## config.mk

```make
export PLATFORM = sky130hd
export DESIGN_NAME = lsb_watermark_extractor_flat
export DESIGN_NICKNAME = d
export VERILOG_FILES = /design/src/rtl/lwe_pkg.sv /design/src/rtl/lwe_if.sv /design/src/rtl/lsb_watermark_extractor.sv /design/src/rtl/lwe_in_stage.sv /design/src/rtl/lwe_core.sv /design/src/rtl/lwe_out_stage.sv /design/src/flat_wrapper.sv
export VERILOG_INCLUDE_DIRS = /design/src /design/src/rtl
export SDC_FILE = /design/constraint.sdc
export NUM_CORES = 1
export LEC_CHECK = 0
export ABC_CLOCK_PERIOD_IN_PS = 3600
export BUFFER_PORTS_ARGS = -buffer_cell sky130_fd_sc_hd__buf_2
export CELL_PAD_IN_SITES_DETAIL_PLACEMENT = 2
export CELL_PAD_IN_SITES_GLOBAL_PLACEMENT = 2
export CORE_ASPECT_RATIO = 0.75
export CORE_MARGIN = 1
export CORE_UTILIZATION = 35
export CTS_BUF_LIST = sky130_fd_sc_hd__clkbuf_8
export DETAILED_ROUTE_END_ITERATION = 6
export MAX_ROUTING_LAYER = met4
export PLACE_DENSITY = 0.82
export SYNTH_ARGS = -nofsm -noshare
export SYNTH_HDL_FRONTEND = slang
export SYNTH_HIERARCHICAL = 1
export SYNTH_SLANG_ARGS = --single-unit
export TNS_END_PERCENT = 100
```

## constraint.sdc

```tcl
create_clock -name clock -period 3.6 [get_ports clock]
set_input_delay 0.72 -clock clock [delete_from_list [all_inputs] [get_ports clock]]
set_output_delay 0.72 -clock clock [all_outputs]
set_load 0.02 [all_outputs]
```

## src/rtl/lsb_watermark_extractor_assert.svh

```systemverilog
// assertion macros for the watermark extractor
`ifndef LSB_WATERMARK_EXTRACTOR_ASSERT_SVH
`define LSB_WATERMARK_EXTRACTOR_ASSERT_SVH

// same-cycle implication, checked outside reset
`define LWE_ASSERT_NOW(label, clk, rst, ante, cons, msg) \
   label: assert property (@(posedge clk) disable iff (rst) (ante) |-> (cons)) else $error(msg);

// next-cycle implication, checked outside reset
`define LWE_ASSERT_NEXT(label, clk, rst, ante, cons, msg) \
   label: assert property (@(posedge clk) disable iff (rst) (ante) |=> (cons)) else $error(msg);

`endif

```

## src/rtl/lwe_pkg.sv

```systemverilog
// package: shared widths, constants and types of the watermark extractor
package lwe_pkg;

   localparam int BYTE_W          = 8;
   localparam int LEN_W           = 16;
   localparam int HEADER_BITS_DEF = 32;
   localparam int BIT_CNT_W       = 3;

   localparam logic [LEN_W-1:0] MAX_LENGTH_RST = LEN_W'(1000);

   typedef enum logic [3:0] {
      PH_IDLE   = 4'b0001,
      PH_HEADER = 4'b0010,
      PH_DATA   = 4'b0100,
      PH_DONE   = 4'b1000
   } lwe_phase_type;

   typedef struct packed {
      logic [BYTE_W-1:0] blue_value;
      logic              frame_start;
   } lwe_pix_type;

   typedef struct packed {
      logic [BYTE_W-1:0] data_byte;
      logic              last_byte;
      logic              length_error;
   } lwe_res_type;

   typedef struct packed {
      logic pix_pop;
      logic res_load;
   } lwe_ctrl_type;

   typedef struct packed {
      logic done;
   } lwe_stat_type;

endpackage

```

## src/rtl/lwe_if.sv

```systemverilog
// interfaces: pixel request channel and byte response channel
interface lwe_req_if;
   logic                            valid;
   logic                            ready;
   logic [lwe_pkg::BYTE_W-1:0]      blue_value;
   logic                            frame_start;

   modport source (output valid, output blue_value, output frame_start, input ready);
   modport sink   (input valid, input blue_value, input frame_start, output ready);
endinterface

interface lwe_rsp_if;
   logic                            valid;
   logic                            ready;
   logic [lwe_pkg::BYTE_W-1:0]      data_byte;
   logic                            last_byte;
   logic                            length_error;

   modport source (output valid, output data_byte, output last_byte, output length_error,
                   input ready);
   modport sink   (input valid, input data_byte, input last_byte, input length_error,
                   output ready);
endinterface

```

## src/rtl/lsb_watermark_extractor.sv

```systemverilog
// top level: lsb watermark extractor
// path: a pixel item is registered in the input register, then its byte item (if any)
//   is loaded into the result register when the core takes that pixel
// throughput: one pixel item per cycle while the response side takes items
// reset: synchronous, clears both stage valid flags and the extraction state,
//   sets max_length to 1000; pixels are ignored until a frame start
module lsb_watermark_extractor #(
   parameter int HEADER_BITS = lwe_pkg::HEADER_BITS_DEF
) (
   input  logic                      clock,
   input  logic                      reset,
   input  logic                      csr_wr_en,
   input  logic [lwe_pkg::LEN_W-1:0] csr_wr_data,
   lwe_req_if.sink                   req_ch,
   lwe_rsp_if.source                 rsp_ch
);

`include "lsb_watermark_extractor_assert.svh"

   logic                  pix_vld;
   lwe_pkg::lwe_pix_type  pix;
   logic                  out_free;
   lwe_pkg::lwe_ctrl_type ctrl;
   lwe_pkg::lwe_res_type  res;
   lwe_pkg::lwe_stat_type stat;

   lwe_in_stage u_in_stage (
      .clock    (clock),
      .reset    (reset),
      .req_ch   (req_ch),
      .out_free (out_free),
      .ctrl     (ctrl),
      .pix_vld  (pix_vld),
      .pix      (pix)
   );

   lwe_core #(
      .HEADER_BITS (HEADER_BITS)
   ) u_core (
      .clock       (clock),
      .reset       (reset),
      .csr_wr_en   (csr_wr_en),
      .csr_wr_data (csr_wr_data),
      .pix_vld     (pix_vld),
      .pix         (pix),
      .out_free    (out_free),
      .ctrl        (ctrl),
      .res         (res),
      .stat        (stat)
   );

   lwe_out_stage u_out_stage (
      .clock    (clock),
      .reset    (reset),
      .ctrl     (ctrl),
      .res      (res),
      .out_free (out_free),
      .rsp_ch   (rsp_ch)
   );

   `LWE_ASSERT_NOW(a_err_item_clean, clock, reset, rsp_ch.valid && rsp_ch.length_error, rsp_ch.data_byte == '0 && !rsp_ch.last_byte, "error item carries data")
   `LWE_ASSERT_NEXT(a_end_to_done, clock, reset, ctrl.res_load && (res.last_byte || res.length_error), stat.done, "core not done after final item")
   `LWE_ASSERT_NOW(a_rsp_from_load, clock, reset, $rose(rsp_ch.valid), $past(ctrl.res_load), "response valid without a load")

endmodule

```

## src/rtl/lwe_in_stage.sv

```systemverilog
// input register: holds one pixel item until the core takes it
module lwe_in_stage (
   input  logic                 clock,
   input  logic                 reset,
   lwe_req_if.sink              req_ch,
   input  logic                 out_free,
   input  lwe_pkg::lwe_ctrl_type ctrl,
   output logic                 pix_vld,
   output lwe_pkg::lwe_pix_type pix
);

   logic                 vld_ff;
   logic                 vld_in;
   lwe_pkg::lwe_pix_type pix_ff;
   logic                 load;

   assign req_ch.ready = !vld_ff || out_free;
   assign load         = req_ch.valid && req_ch.ready;

   always_comb begin
      vld_in = vld_ff;
      if (load) begin
         vld_in = 1'b1;
      end else if (ctrl.pix_pop) begin
         vld_in = 1'b0;
      end
   end

   always_ff @(posedge clock) begin
      if (reset) begin
         vld_ff <= 1'b0;
      end else begin
         vld_ff <= vld_in;
      end
   end

   always_ff @(posedge clock) begin
      if (load) begin
         pix_ff.blue_value  <= req_ch.blue_value;
         pix_ff.frame_start <= req_ch.frame_start;
      end
   end

   assign pix_vld = vld_ff;
   assign pix     = pix_ff;

endmodule

```

## src/rtl/lwe_core.sv

```systemverilog
// extraction core: header and byte assembly state, length check
module lwe_core #(
   parameter int HEADER_BITS = lwe_pkg::HEADER_BITS_DEF
) (
   input  logic                           clock,
   input  logic                           reset,
   input  logic                           csr_wr_en,
   input  logic [lwe_pkg::LEN_W-1:0]      csr_wr_data,
   input  logic                           pix_vld,
   input  lwe_pkg::lwe_pix_type           pix,
   input  logic                           out_free,
   output lwe_pkg::lwe_ctrl_type          ctrl,
   output lwe_pkg::lwe_res_type           res,
   output lwe_pkg::lwe_stat_type          stat
);

   localparam int HCNT_W = $clog2(HEADER_BITS + 1);
   localparam int CMP_W  = (HEADER_BITS > lwe_pkg::LEN_W) ? HEADER_BITS : lwe_pkg::LEN_W;

   logic [lwe_pkg::LEN_W-1:0]      max_len_ff;
   lwe_pkg::lwe_phase_type         phase_ff, phase_in, phase_cur;
   logic [HEADER_BITS-1:0]         hdr_ff, hdr_in, hdr_cur;
   logic [HCNT_W-1:0]              hcnt_ff, hcnt_in, hcnt_cur;
   logic [lwe_pkg::BYTE_W-1:0]     bsh_ff, bsh_in, bsh_cur;
   logic [lwe_pkg::BIT_CNT_W-1:0]  bib_ff, bib_in, bib_cur;
   logic [lwe_pkg::LEN_W-1:0]      mlen_ff, mlen_in, mlen_cur;
   logic [lwe_pkg::LEN_W-1:0]      sent_ff, sent_in, sent_cur;
   logic [CMP_W-1:0]               hdr_ext;
   logic                           bit_lsb;
   logic                           take;
   logic                           res_vld;

   assign bit_lsb = pix.blue_value[0];
   assign take    = pix_vld && out_free;

   always_comb begin
      phase_cur = phase_ff;
      hdr_cur   = hdr_ff;
      hcnt_cur  = hcnt_ff;
      bsh_cur   = bsh_ff;
      bib_cur   = bib_ff;
      mlen_cur  = mlen_ff;
      sent_cur  = sent_ff;
      // frame start restarts extraction, this pixel is header bit one
      if (pix.frame_start) begin
         phase_cur = lwe_pkg::PH_HEADER;
         hdr_cur   = '0;
         hcnt_cur  = '0;
         bsh_cur   = '0;
         bib_cur   = '0;
         mlen_cur  = '0;
         sent_cur  = '0;
      end

      phase_in = phase_cur;
      hdr_in   = hdr_cur;
      hcnt_in  = hcnt_cur;
      bsh_in   = bsh_cur;
      bib_in   = bib_cur;
      mlen_in  = mlen_cur;
      sent_in  = sent_cur;
      hdr_ext  = '0;
      res_vld  = 1'b0;
      res      = '0;

      unique case (phase_cur)
         lwe_pkg::PH_HEADER: begin
            hdr_in  = {hdr_cur[HEADER_BITS-2:0], bit_lsb};
            hcnt_in = hcnt_cur + HCNT_W'(1);
            hdr_ext = CMP_W'(hdr_in);
            if (hcnt_in == HCNT_W'(HEADER_BITS)) begin
               if (hdr_in == '0 || hdr_ext > CMP_W'(max_len_ff)) begin
                  phase_in         = lwe_pkg::PH_DONE;
                  res_vld          = 1'b1;
                  res.length_error = 1'b1;
               end else begin
                  mlen_in  = hdr_ext[lwe_pkg::LEN_W-1:0];
                  sent_in  = '0;
                  bsh_in   = '0;
                  bib_in   = '0;
                  phase_in = lwe_pkg::PH_DATA;
               end
            end
         end
         lwe_pkg::PH_DATA: begin
            bsh_in = {bsh_cur[lwe_pkg::BYTE_W-2:0], bit_lsb};
            bib_in = bib_cur + lwe_pkg::BIT_CNT_W'(1);
            if (bib_in == '0) begin
               sent_in       = sent_cur + lwe_pkg::LEN_W'(1);
               res_vld       = 1'b1;
               res.data_byte = bsh_in;
               res.last_byte = (sent_in == mlen_cur);
               if (sent_in == mlen_cur) begin
                  phase_in = lwe_pkg::PH_DONE;
               end
               bsh_in = '0;
            end
         end
         default: begin
         end
      endcase
   end

   always_ff @(posedge clock) begin
      if (reset) begin
         max_len_ff <= lwe_pkg::MAX_LENGTH_RST;
         phase_ff   <= lwe_pkg::PH_IDLE;
         hdr_ff     <= '0;
         hcnt_ff    <= '0;
         bsh_ff     <= '0;
         bib_ff     <= '0;
         mlen_ff    <= '0;
         sent_ff    <= '0;
      end else begin
         if (csr_wr_en) begin
            max_len_ff <= csr_wr_data;
         end
         if (take) begin
            phase_ff <= phase_in;
            hdr_ff   <= hdr_in;
            hcnt_ff  <= hcnt_in;
            bsh_ff   <= bsh_in;
            bib_ff   <= bib_in;
            mlen_ff  <= mlen_in;
            sent_ff  <= sent_in;
         end
      end
   end

   assign ctrl.pix_pop  = take;
   assign ctrl.res_load = take && res_vld;
   assign stat.done     = (phase_ff == lwe_pkg::PH_DONE);

endmodule

```

## src/rtl/lwe_out_stage.sv

```systemverilog
// result register: holds one byte item until the sink takes it
module lwe_out_stage (
   input  logic                  clock,
   input  logic                  reset,
   input  lwe_pkg::lwe_ctrl_type ctrl,
   input  lwe_pkg::lwe_res_type  res,
   output logic                  out_free,
   lwe_rsp_if.source             rsp_ch
);

   logic                 vld_ff;
   logic                 vld_in;
   lwe_pkg::lwe_res_type res_ff;

   assign out_free = !vld_ff || rsp_ch.ready;

   always_comb begin
      vld_in = vld_ff;
      if (ctrl.res_load) begin
         vld_in = 1'b1;
      end else if (rsp_ch.ready) begin
         vld_in = 1'b0;
      end
   end

   always_ff @(posedge clock) begin
      if (reset) begin
         vld_ff <= 1'b0;
      end else begin
         vld_ff <= vld_in;
      end
   end

   always_ff @(posedge clock) begin
      if (ctrl.res_load) begin
         res_ff <= res;
      end
   end

   assign rsp_ch.valid        = vld_ff;
   assign rsp_ch.data_byte    = res_ff.data_byte;
   assign rsp_ch.last_byte    = res_ff.last_byte;
   assign rsp_ch.length_error = res_ff.length_error;

endmodule

```

## src/flat_wrapper.sv

```systemverilog
// flat-port wrapper written by rule: the top's interface ports become plain ports
module lsb_watermark_extractor_flat 
#(
   parameter int HEADER_BITS = lwe_pkg::HEADER_BITS_DEF
)
  (clock, reset, csr_wr_en, csr_wr_data, req_ch_valid, req_ch_blue_value, req_ch_frame_start, req_ch_ready, rsp_ch_valid, rsp_ch_data_byte, rsp_ch_last_byte, rsp_ch_length_error, rsp_ch_ready);
  lwe_req_if req_ch_i ();
  lwe_rsp_if rsp_ch_i ();
  input  logic clock;
  input  logic reset;
  input  logic csr_wr_en;
  input  logic [lwe_pkg::LEN_W-1:0] csr_wr_data;
  input wire logic [$bits(req_ch_i.valid)-1:0] req_ch_valid;
  input wire logic [$bits(req_ch_i.blue_value)-1:0] req_ch_blue_value;
  input wire logic [$bits(req_ch_i.frame_start)-1:0] req_ch_frame_start;
  output wire logic [$bits(req_ch_i.ready)-1:0] req_ch_ready;
  output wire logic [$bits(rsp_ch_i.valid)-1:0] rsp_ch_valid;
  output wire logic [$bits(rsp_ch_i.data_byte)-1:0] rsp_ch_data_byte;
  output wire logic [$bits(rsp_ch_i.last_byte)-1:0] rsp_ch_last_byte;
  output wire logic [$bits(rsp_ch_i.length_error)-1:0] rsp_ch_length_error;
  input wire logic [$bits(rsp_ch_i.ready)-1:0] rsp_ch_ready;
  assign req_ch_i.valid = req_ch_valid;
  assign req_ch_i.blue_value = req_ch_blue_value;
  assign req_ch_i.frame_start = req_ch_frame_start;
  assign req_ch_ready = req_ch_i.ready;
  assign rsp_ch_valid = rsp_ch_i.valid;
  assign rsp_ch_data_byte = rsp_ch_i.data_byte;
  assign rsp_ch_last_byte = rsp_ch_i.last_byte;
  assign rsp_ch_length_error = rsp_ch_i.length_error;
  assign rsp_ch_i.ready = rsp_ch_ready;
  lsb_watermark_extractor #(.HEADER_BITS(HEADER_BITS)) u_core (.clock(clock), .reset(reset), .csr_wr_en(csr_wr_en), .csr_wr_data(csr_wr_data), .req_ch(req_ch_i), .rsp_ch(rsp_ch_i));
endmodule
```

Word-level counts from Yosys, hierarchy flattened
Index checks and enable logic that the tools add are counted.

word-level totals
  flip-flop bits (word level) = 114
  bits of input ports = 30
  word-level logic and storage cells = 72

cells by class
  mux-type cells = 36
  order comparisons = 1
  eq/ne operators = 4
  reduce and logical (&&, ||, !) cells = 13
  add/subtract/negate cells = 3

operators with widths
  operator                                                          number
  16-bit 2-to-1 mux                                                 8
  31-bit 2-to-1 mux                                                 2
  32-bit by 16-bit > comparator with 1-bit output                   1
  32-bit logical NOT                                                1
  8-bit 2-to-1 mux                                                  4
  16-bit case mux with 2 select lines                               1
  4-bit 2-to-1 mux                                                  5
  16-bit by 1-bit adder with 16-bit output (second input constant)  1
  16-bit == test                                                    1
  8-bit case mux with 2 select lines                                1
  6-bit 2-to-1 mux                                                  2
  3-bit 2-to-1 mux                                                  3
  4-bit case mux with 2 select lines                                1
  1-bit 2-to-1 mux                                                  7
  6-bit by 1-bit adder with 6-bit output (second input constant)    1
  6-bit == test (second input constant)                             1
  3-bit case mux with 2 select lines                                1
  4-bit by 2-bit == test with 1-bit output (second input constant)  1
  4-bit by 3-bit == test with 1-bit output (second input constant)  1
  2-bit nonzero test                                                2
  3-bit by 1-bit adder with 3-bit output (second input constant)    1
  1-bit logical AND                                                 3
  3-bit logical NOT                                                 1
  1-bit logical OR                                                  3
  3 further kinds                                                   4

Longest topological paths before layout
Gate-level depths: netlist of the first run.

  word-level depth = 8
  gate-level depth with buffers = 14

By module
The synthesis of the first run kept the hierarchy.

modules (own cells, without submodules)
  module         times used  cells an instance  area an instance (sq um)
  lwe_core       1           696                5382.7
  lwe_out_stage  1           14                 346.6
  lwe_in_stage   1           15                 335.3

Worst setup path after synthesis of the first run
Ideal clock, no wire load.

  kind = register to register
  start = register u_core.u_in_stage.pix_ff (netlist bit u_core/u_in_stage/pix[0])
  end = register u_core.u_out_stage.res_ff (netlist bit u_core/u_out_stage/rsp_ch.data_byte[0]), enable pin
  buffers on the path = 2
  stages on the path, launching flop included = 11
  data arrival time = 3.128 ns
  path slack = 0.090 ns
  path through = edfxtp_1 -> clkbuf_1 -> clkbuf_1 -> nor2b_1 -> ha_1 -> nand4_1 -> nor4_1 -> a21bo_2 -> a31oi_1 -> o21ai_0 -> a21oi_1

RTL lines
  what                    RTL line             RTL
  start: declaration      lwe_in_stage.sv:14   lwe_pkg::lwe_pix_type pix_ff;
  end signal: assignment  lwe_out_stage.sv:36  res_ff <= res;
  end: declaration        lwe_out_stage.sv:13  lwe_pkg::lwe_res_type res_ff;

Final worst setup path of the first run
  start = register u_core.u_in_stage.pix_ff (netlist bit u_core/u_in_stage/pix[0])
  end = register u_core/u_core/sent_ff[13] (netlist name)

on the way
  longest elaborated chain between the ends = 6
  elaborated cells on any way between the ends = 19
  classes of those cells = add/sub (3); order compare (1); eq/ne (3); mux (9); reduce/logical (3)

RTL lines
  what                                                                                   RTL line         RTL
  31-bit 2-to-1 mux                                                                      lwe_core.sv:45   if (pix.frame_start) begin
  32-bit by 16-bit > comparator with 1-bit output or 32-bit logical NOT (tied branches)  lwe_core.sv:72   if (hdr_in == '0 || hdr_ext > CMP_W'(max_len_ff)) begin
  1-bit logical OR                                                                       lwe_core.sv:72
  16-bit 2-to-1 mux                                                                      lwe_core.sv:72
  16-bit 2-to-1 mux                                                                      lwe_core.sv:71   if (hcnt_in == HCNT_W'(HEADER_BITS)) begin
  16-bit case mux with 2 select lines (*)                                                lwe_core.sv:66   unique case (phase_cur)
  end signal: assignment                                                                 lwe_core.sv:125  sent_ff <= sent_in;
  end: declaration                                                                       lwe_core.sv:27   logic [lwe_pkg::LEN_W-1:0] sent_ff, sent_in, sent_cur;

Mark *: on every way between the ends. The rest lies on a longest branch, timed or not.
A chain may end at the register's enable or synchronous reset.

==> impl_metrics.csv, run 1 <==
group,metric,value,unit
run_status,status,"finished, final reports clean",
route,dr.pass1.iters,4,
global_routing,grt_pass1_vias,6127,
critical_path,crit_path_max_fanout,24,
pwr,power_density,420,mW/mm²
layout,fin_nets,800,
placement,dp.cells,940,
cts,insertion_delay,450,ps
critical_path,cp_cell_sequence,"buf_4, nor2b_1, ha_1, nand4_1, nor4_2, a21bo_2, a31oi_2, or4_1, buf_4, nand2_1, a211oi_1",
global_routing,grt_max_degree,61,
synth,syn_nets,767,
critical_path,critPathMostFrequentCell,"buf_4",
sta,slew_headroom,55.7,%
synth,yosysWarnings,6,
cts,clockRootBuffer,"clkbuf_8",
sta,fin_ws,133,ps
route,drc,0,
critical_path,worstSetupPathType,"reg2reg",
placement,io_buffers,34,
cts,path_clk_slew,80,ps
die,pin_count,42,
die,fp-row-count,40,
cts,clock-sinks,113,
route,wire_per_inst,22.0,µm
cts,cts_buffers,17,
pwr,cellLeakagePower,2.67,nW
cts,cts_buffer_depth,2,
route,antenna_left,0,
sta,hold_viol_final,0,
layout,final_common_cell,"dfxtp_1",
global_routing,grt_pass1_wl,34200,µm
die,core,0.0162,mm²
route,routed_wl,21400,µm
sta,post-route-period-util,96.3,%
cts,cts_tree,"built",
synth,syn_area_per_cell,8.15,µm²
die,dieWidth,151,µm
sta,fin_tns_setup,0,ps
critical_path,cp.arrival,3800,ps
critical_path,max_stage_delay,410,ps
sta,worst_slew_pin_slew,660,ps
sta,rsz0062_at_grt,"no",
cts,ctsHoldBuffers,0,
sta,finClkSkew,13.8,ps
critical_path,worst_setup_path_end_kind,"register",
global_routing,grtUsageTotal,27.2,%
placement,hpwl,14700,µm
layout,layout_common_cells,"dfxtp_1, nand2_1, a21oi_1",
global_routing,grt_antenna_before_repair,1,
flow_run,maxCapViolations,0,
sta,fmax,288,MHz
die,start_util,36.2,%
sta,setup_viol,0,
layout,finish.utilization,41.7,%
route,drt_iter0_drc,360,
critical_path,timing.reg2reg.setup_slack,130,ps
die,dieArea,0.0172,mm²
route,detail_route.vias_per_cell,5.70,
placement,place_ws,1.11,ps
synth,syn-cell-area,0.00585,mm²
pwr,vdd_drop_max,0.192,mV
placement,gp_congestion,0.892,
route,num_vias,5552,
cts,htreeDepth,4,
synth,synthCells,717,
layout,drive_above_1_share,13.6,%
layout,layout.cells.non_filler,974,
sta,period_needed,3470,ps
min_path,min_path_type,"in2reg",
critical_path,cp.required,3930,ps
die,die_height,114,µm
sta,whs,464,ps
sta,slew_violations,0,
critical_path,cp_slowest_cell,"nor4_2",
layout,area_growth,15.3,%
global_routing,grt_overflow,0,
critical_path,start_kind,"register",
[layout make-up]
| cell class | instances | area, µm² |
|---|---|---|
| fillers | 1822 | 9420 |
| flip-flops and latches | 113 | 2380 |
| multi-input cells | 532 | 3190 |
| clock buffers | 18 | 248 |
| clock inverters | 14 | 174 |
| repair buffers | 60 | 390 |
| well taps | 210 | 263 |
| diodes | 1 | 2.50 |
| inverters | 26 | 97.6 |
[worst paths after layout]
kind	end	depth (start not counted)	startpoint
worst max-delay path	u_core/u_core/sent_ff[13]$_SDFFE_PP0P_	11	u_core/u_in_stage/pix[0]$_DFFE_PP_
worst min-delay path	u_core/u_in_stage/pix[1]$_DFFE_PP_	1	req_ch_blue_value[0]
worst max register to register	u_core/u_core/sent_ff[13]$_SDFFE_PP0P_	11	u_core/u_in_stage/pix[0]$_DFFE_PP_
worst min register to register	u_core/u_core/bib_ff[0]$_SDFFE_PP0P_	1	u_core/u_core/bib_ff[0]$_SDFFE_PP0P_
[registers in the layout, indices dropped and copies added, names as in the netlist]
name	flops
u_core/u_core/bsh_ff	7
u_core/u_core/mlen_ff	16
u_core/u_core/max_len_ff	16
u_core/u_in_stage/pix	2
u_core/u_out_stage/rsp_ch.length_error	1
u_core/u_core/phase_ff	4
u_core/u_core/bib_ff	3
u_core/u_out_stage/rsp_ch.last_byte	1
u_core/u_core/sent_ff	16
u_core/u_in_stage/pix_vld	1
u_core/u_core/hdr_ff	31
u_core/u_out_stage/rsp_ch.valid	1
u_core/u_out_stage/rsp_ch.data_byte	8
u_core/u_core/hcnt_ff	6
[timing repair]
| item | in CTS | in global routing |
|---|---|---|
| hold endpoints to repair | 0 | 0 |
| pin swaps | 1 | 0 |
| resized for setup | 1 | 1 |
| buffers inserted | 1 | 0 |
| setup endpoints to repair | 6 | 1 |
[worst max-delay path, delay by kind of cell, from the launching register on]
family / cells / cell delay [ps]
compound gates: 3 / 920
fa+ha+maj: 1 / 340
flops: 1 / 330
simple gates: 5 / 1180
buf+inv: 2 / 560
[per-layer routing]
metal | wire length, µm | vias to the layer above | track usage, %
li1 | - | 2612 | -
met1 | 9890 | 2826 | 33.9
met2 | 10300 | 87 | 43.7
met3 | 729 | 27 | 5.32
met4 | 457 | 0 | 9.73
met5 | 0 | - | -
[where the power goes]
| group | switching (W) | internal (W) | total (W) |
|---|---|---|---|
| logic | 0.000155 | 0.0000604 | 0.000216 |
| registers | 0.0000132 | 0.00129 | 0.00130 |
| clock network | 0.000554 | 0.000759 | 0.00131 |
[stage by stage]
step                      instance area (µm²)  total power (W)
after floorplan                          5850          0.00145
after global placement                   6290          0.00152
after detailed placement                 6290          0.00154
after CTS                                6730          0.00286
after global routing                     6740          0.00294
final                                    6740          0.00283
No activity file was read; power rests on OpenSTA's default activity.
==> inputs of run 2 (changes only) <==
Settings changed: MAX_ROUTING_LAYER met4 to default.
==> run 2 against run 1 <==
Compared with the run above: count of clock-buffer cells in the layout down 1; sequential share of layout area down 0.092 points; largest cell class unchanged; critical path type unchanged; clock power about the same; total power down 0.62%.
==> impl_metrics.csv, run 2 (synthesis gave the netlist of run 1 again) <==
group,metric,value,unit
critical_path,start_kind,"register",
cts,insertion_delay,470,ps
critical_path,cp.buffers_inverters,2,
cts,ctsHoldBuffers,0,
layout,top_register,"u_core/u_core/hdr_ff",
placement,dp.cells,942,
layout,layout.cells.non_filler,978,
placement,dpl_cell_area,0.00630,mm²
sta,fin_tns_setup,0,ps
sta,fin_ws,271,ps
critical_path,worst_setup_path_end_kind,"register",
sta,slew_headroom,52.0,%
sta,slew_violations,0,
global_routing,grt_overflow,0,
cts,htreeDepth,4,
global_routing,grt_pass1_vias,6026,
placement,place_ws,139,ps
cts,cts_buffer_depth,2,
critical_path,max_stage_delay,420,ps
layout,final_common_cell,"dfxtp_1",
placement,io_buffers,34,
sta,period_needed,3330,ps
layout,layout_common_cells,"dfxtp_1, nand2_1, a21oi_1",
route,drt_iter0_drc,320,
critical_path,cp_cell_sequence,"buf_12, buf_4, nor2b_1, ha_2, nand4b_1, nor4_1, xnor2_1, a31oi_1, o2111ai_1, a311o_1, a311oi_1",
layout,final_area,0.00676,mm²
sta,setup_viol,0,
cts,clockRootBuffer,"clkbuf_8",
sta,hold_viol_final,0,
layout,fin_nets,804,
route,wire_per_inst,21.6,µm
critical_path,worstSetupPathType,"reg2reg",
run_status,status,"finished, final reports clean",
sta,post-route-period-util,92.5,%
critical_path,crit_family,"compound AO/OA/AOI/OAI gates",
die,start_util,36.2,%
global_routing,grt_pass1_wl,33000,µm
min_path,min_path_type,"in2reg",
critical_path,cp.arrival,3710,ps
die,fp-row-count,40,
placement,hpwl,14700,µm
route,dr.pass1.iters,5,
sta,finClkSkew,15.1,ps
route,detail_route.vias_per_cell,5.71,
pwr,cellLeakagePower,2.67,nW
pwr,p_total,0.00281,W
layout,largest_reg_flops,31,
placement,gp_congestion,0.889,
cts,cts_tree,"built",
layout,drive_above_1_share,14.7,%
die,die_height,114,µm
pwr,vdd_drop_max,0.169,mV
route,antenna_left,0,
route,routed_wl,21100,µm
die,dieWidth,151,µm
flow_run,maxCapViolations,0,
sta,rsz0062_at_grt,"no",
critical_path,cp_slowest_cell,"edfxtp_1",
layout,area_growth,15.6,%
layout,num-fill-cells,1853,
sta,worst_slew_pin_slew,714,ps
route,drc,0,
global_routing,grtUsageTotal,25.6,%
critical_path,cp.required,3980,ps
cts,cts_buffers,17,
die,core,0.0162,mm²
route,num_vias,5585,
sta,fmax,300,MHz
die,dieArea,0.0172,mm²
cts,path_clk_slew,90,ps
global_routing,grt_max_degree,49,
pwr,power_density,416,mW/mm²
die,pin_count,42,
global_routing,grt_antenna_before_repair,0,
cts,clock-sinks,113,
critical_path,crit_path_max_fanout,22,
run 2: per-stage QoR:
stage / hold WS (ps) / utilization (%)
after CTS: 425 / 41.6
after global placement: 441 / 39.0
after global routing: 423 / 41.8
after detailed placement: 472 / 39.0
after floorplan: 424 / -
final: 441 / 41.8
run 2: layout make-up:
| type | instances | area, µm² | share of cell area (%) |
|---|---|---|---|
| Inverter | 26 | 97.6 | 1.44 |
| Timing Repair Buffer | 64 | 408 | 6.03 |
| Clock inverter | 15 | 185 | 2.74 |
| Antenna cell | 1 | 2.50 | 0.0370 |
| Clock buffer | 17 | 234 | 3.46 |
| Multi-Input combinational cell | 532 | 3190 | 47.2 |
| Tap cell | 210 | 263 | 3.89 |
| Sequential cell | 113 | 2380 | 35.2 |
run 2: per-layer routing:
| layer | track usage [%] | up-vias | part of all wire [%] | routed length (µm) |
|---|---|---|---|---|
| met5 | 0 | - | 0 | 0 |
| met4 | 9.33 | 0 | 1.6 | 334 |
| met3 | 5.96 | 22 | 4.6 | 982 |
| met2 | 41.6 | 115 | 47 | 9930 |
| met1 | 33.0 | 2832 | 47 | 9880 |
| li1 | - | 2616 | - | - |
run 2: worst paths after layout:
| path | from | slack [ps] | endpoint | cells after the start |
|---|---|---|---|---|
| worst max-delay path | u_core/u_in_stage/pix[0]$_DFFE_PP_ | 270 | u_core/u_core/phase_ff[3]$_SDFFE_PP0P_ | 11 |
| worst min-delay path | req_ch_frame_start | 440 | u_core/u_in_stage/pix[0]$_DFFE_PP_ | 1 |
| worst max register to register | u_core/u_in_stage/pix[0]$_DFFE_PP_ | 270 | u_core/u_core/phase_ff[3]$_SDFFE_PP0P_ | 11 |
| worst min register to register | u_core/u_core/hcnt_ff[1]$_SDFFE_PP0P_ | 480 | u_core/u_core/hcnt_ff[1]$_SDFFE_PP0P_ | 2 |
run 2: worst reg2reg max path: stages (launching register included):
cell and delay, ps:
edfxtp_1 420, buf_12 170, buf_4 230, nor2b_1 220, ha_2 340, nand4b_1 280
nor4_1 420, xnor2_1 170, a31oi_1 200, o2111ai_1 180, a311o_1 350, a311oi_1 270
run 2: what timing repair did:
action,in CTS,in global routing
endpoints found under the setup margin,0,29
hold endpoints to repair,0,0
resized for setup,0,3
setup buffers,0,3
run 2: power by group:
part,internal [W],total (W),switching [W],leakage (nW)
sequential,0.00129,0.00130,0.0000137,0.954
combinational,0.0000611,0.000214,0.000153,1.51
clock,0.000692,0.00130,0.000606,0.207
total,0.00204,0.00281,0.000773,2.67
==> inputs of run 3 (changes only) <==
Settings changed: ABC_CLOCK_PERIOD_IN_PS 3600 to 3710, CELL_PAD_IN_SITES_DETAIL_PLACEMENT 2 to default, CELL_PAD_IN_SITES_GLOBAL_PLACEMENT 2 to default, CORE_UTILIZATION 35 to 55, PLACE_DENSITY 0.82 to 0.77.
Clock period 3.6 ns to 3.71 ns, I/O delays scaled along.
==> run 3 against run 2 <==
Compared with the run above: non-clock buffer count fell by 14; hold slack improved by 24 ps; worst setup slack got worse by 60 ps; final area fell by 3.0%; critical path depth fell by 1; cell count fell by 9.1%; via count fell by 2.6%; sequential power fell by 3%; first-iteration DRC count rose by 130%; die area fell by 36%; count of clock-buffer cells in the layout rose by 4; combinational power fell by 17%; largest power group is now clock.
==> impl_metrics.csv, run 3 (synthesis gave the netlist of run 1 again) <==
group,metric,value,unit
sta,rsz0062_at_grt,"no",
route,drt_iter0_drc,722,
route,drc,0,
critical_path,cp.required,3860,ps
cts,cts_resized,0,
pwr,p_int,0.00210,W
pwr,cellLeakagePower,2.63,nW
global_routing,grt_max_degree,63,
layout,largest_reg_flops,31,
pwr,swShare,23.5,%
placement,dpl_cell_area,0.00610,mm²
layout,drive_above_1_share,12.4,%
run_status,status,"finished, final reports clean",
flow_run,maxCapViolations,0,
critical_path,reg2regPathDepth,10,
die,fp-row-count,32,
layout,layout_common_cells,"dfxtp_1, nand2_1, a21oi_1",
layout,n_antenna_cell,0,
route,dr.pass1.iters,7,
layout,final_area,0.00656,mm²
sta,hold_viol_final,0,
critical_path,cp.arrival,3650,ps
sta,finClkSkew,9.87,ps
cts,cts_buffer_depth,2,
cts,insertion_delay,440,ps
sta,whs,465,ps
layout,layout.cells.non_filler,889,
layout,fin_nets,790,
global_routing,grt_antenna_before_repair,0,
global_routing,grt_pass1_wl,24800,µm
route,wire_per_inst,16.8,µm
critical_path,timing.rr.end,"u_core/u_out_stage/rsp_ch.data_byte[2]$_DFFE_PP_",
die,core,0.0103,mm²
critical_path,worstSetupPathType,"reg2reg",
min_path,hp-start,"u_core/u_core/hcnt_ff[1]$_SDFFE_PP0P_",
route,num_vias,5438,
die,dieWidth,121,µm
sta,setup_viol,0,
die,dieArea,0.0110,mm²
critical_path,crit_path_max_fanout,11,
min_path,whs_path_depth,2,
global_routing,grt_overflow,0,
min_path,hold_path_end,"u_core/u_core/hcnt_ff[1]$_SDFFE_PP0P_",
cts,cts_tree,"built",
layout,area_growth,12.2,%
critical_path,cp_slowest_cell,"a31oi_1",
cts,path_clk_slew,70,ps
critical_path,cp_cell_sequence,"buf_4, nor2b_1, ha_1, nand4_1, nor4_1, a21bo_2, a31oi_1, o21ai_0, a21oi_1, buf_4",
critical_path,timing.reg2reg.setup_slack,210,ps
pwr,vdd_drop_max,0.240,mV
layout,top_register,"u_core/u_core/hdr_ff",
cts,clock-sinks,113,
sta,worst_slew_pin_slew,948,ps
critical_path,cp.buffers_inverters,2,
sta,fmax,286,MHz
min_path,min_path_type,"reg2reg",
route,detail_route.vias_per_cell,6.12,
sta,slew_violations,0,
placement,io_buffers,34,
pwr,p_clk_share,47.5,%
sta,slew_headroom,36.3,%
placement,place_ws,141,ps
critical_path,max_stage_delay,460,ps
placement,hpwl,10100,µm
cts,htreeDepth,4,
sta,fin_ws,211,ps
pwr,power_density,418,mW/mm²
cts,cts_buffers,17,
cts,clockRootBuffer,"clkbuf_8",
pwr,seq_power_share,46.0,%
critical_path,crit_family,"compound AO/OA/AOI/OAI gates",
placement,gp_congestion,0.909,
placement,dp.cells,855,
die,die_height,91.3,µm
sta,fin_tns_setup,0,ps
die,start_util,56.8,%
critical_path,worstReg2RegStart,"u_core/u_in_stage/pix[0]$_DFFE_PP_",
global_routing,grtUsageTotal,28.7,%
sta,period_needed,3500,ps
route,antenna_left,0,
die,pin_count,42,
global_routing,grt_pass1_vias,4955,
critical_path,worst_setup_path_end_kind,"register",
sta,post-route-period-util,94.3,%
critical_path,start_kind,"register",
layout,final_common_cell,"dfxtp_1",
route,routed_wl,15000,µm
pwr,comb_power_share,6.5,%
critical_path,critPathMostFrequentCell,"buf_4",
pwr,p_sw,0.000645,W
-- run 3: cell count changes in the layout (fill, tap and decap cells not counted), moves of 2 or more --
cell / previous run / this run
inv_6: 3 / 0
clkinvlp_4: 2 / 0
buf_4: 29 / 16
clkinv_4: 5 / 2
clkbuf_8: 17 / 21
inv_1: 24 / 26
-- run 3: repair_timing --
item | CTS | global route
setup buffers | 0 | 2
hold buffers | 0 | 0
setup endpoints to repair | 0 | 36
-- run 3: stage by stage --
step | utilization (%) | power (W)
4_1_cts | 63.6 | 0.00275
3_5_place_dp | 59.2 | 0.00146
6_report | 63.8 | 0.00274
3_3_place_gp | 59.2 | 0.00145
2_1_floorplan | - | 0.00140
5_1_grt | 63.8 | 0.00284
-- run 3: power groups by stage --
| stage | logic [W] | registers, W | clock network (W) |
|---|---|---|---|
| finish | 0.000178 | 0.00126 | 0.00130 |
| global route | 0.000195 | 0.00126 | 0.00138 |
| CTS | 0.000167 | 0.00127 | 0.00132 |
| detailed placement | 0.000166 | 0.00129 | 0 |
| global placement | 0.000159 | 0.00129 | 0 |
| floorplan | 0.000119 | 0.00129 | 0 |
-- run 3: worst max path at each step --
stage               slack (ps)                                          endpoint                                from  cells past startpoint
floorplan                  200  u_core/u_out_stage/rsp_ch.data_byte[0]$_DFFE_PP_  u_core/u_in_stage/pix[0]$_DFFE_PP_                     10
global placement           300  u_core/u_out_stage/rsp_ch.data_byte[5]$_DFFE_PP_  u_core/u_in_stage/pix[0]$_DFFE_PP_                      9
detailed placement         140  u_core/u_out_stage/rsp_ch.data_byte[5]$_DFFE_PP_  u_core/u_in_stage/pix[0]$_DFFE_PP_                      9
CTS                        100     u_core/u_out_stage/rsp_ch.last_byte$_DFFE_PP_  u_core/u_in_stage/pix[0]$_DFFE_PP_                      9
global route               140            u_core/u_core/phase_ff[3]$_SDFFE_PP0P_  u_core/u_in_stage/pix[0]$_DFFE_PP_                     11
finish                     210  u_core/u_out_stage/rsp_ch.data_byte[2]$_DFFE_PP_  u_core/u_in_stage/pix[0]$_DFFE_PP_                     10
-- run 3: cell type report --
cell class	count	area, µm²
fill	882	3730
multi-input combinational	532	3170
sequential	113	2380
timing repair buffer	50	290
clock buffer	21	289
tap	136	170
clock inverter	11	160
inverter	26	97.6
-- run 3: worst min-delay path: cells and delay by family (launching register included) --
family | cells | cell delay (ps)
AND/OR/NAND/NOR | 1 | 50
flip-flops | 1 | 320
AO/OA/AOI/OAI | 1 | 50
-- run 3: per-layer routing --
layer	up-vias	routed length, µm	track usage [%]
li1	2600	-	-
met1	2553	6880	40.3
met2	245	6630	42.3
met3	40	1100	6.34
met4	0	340	11.4
met5	-	0	0
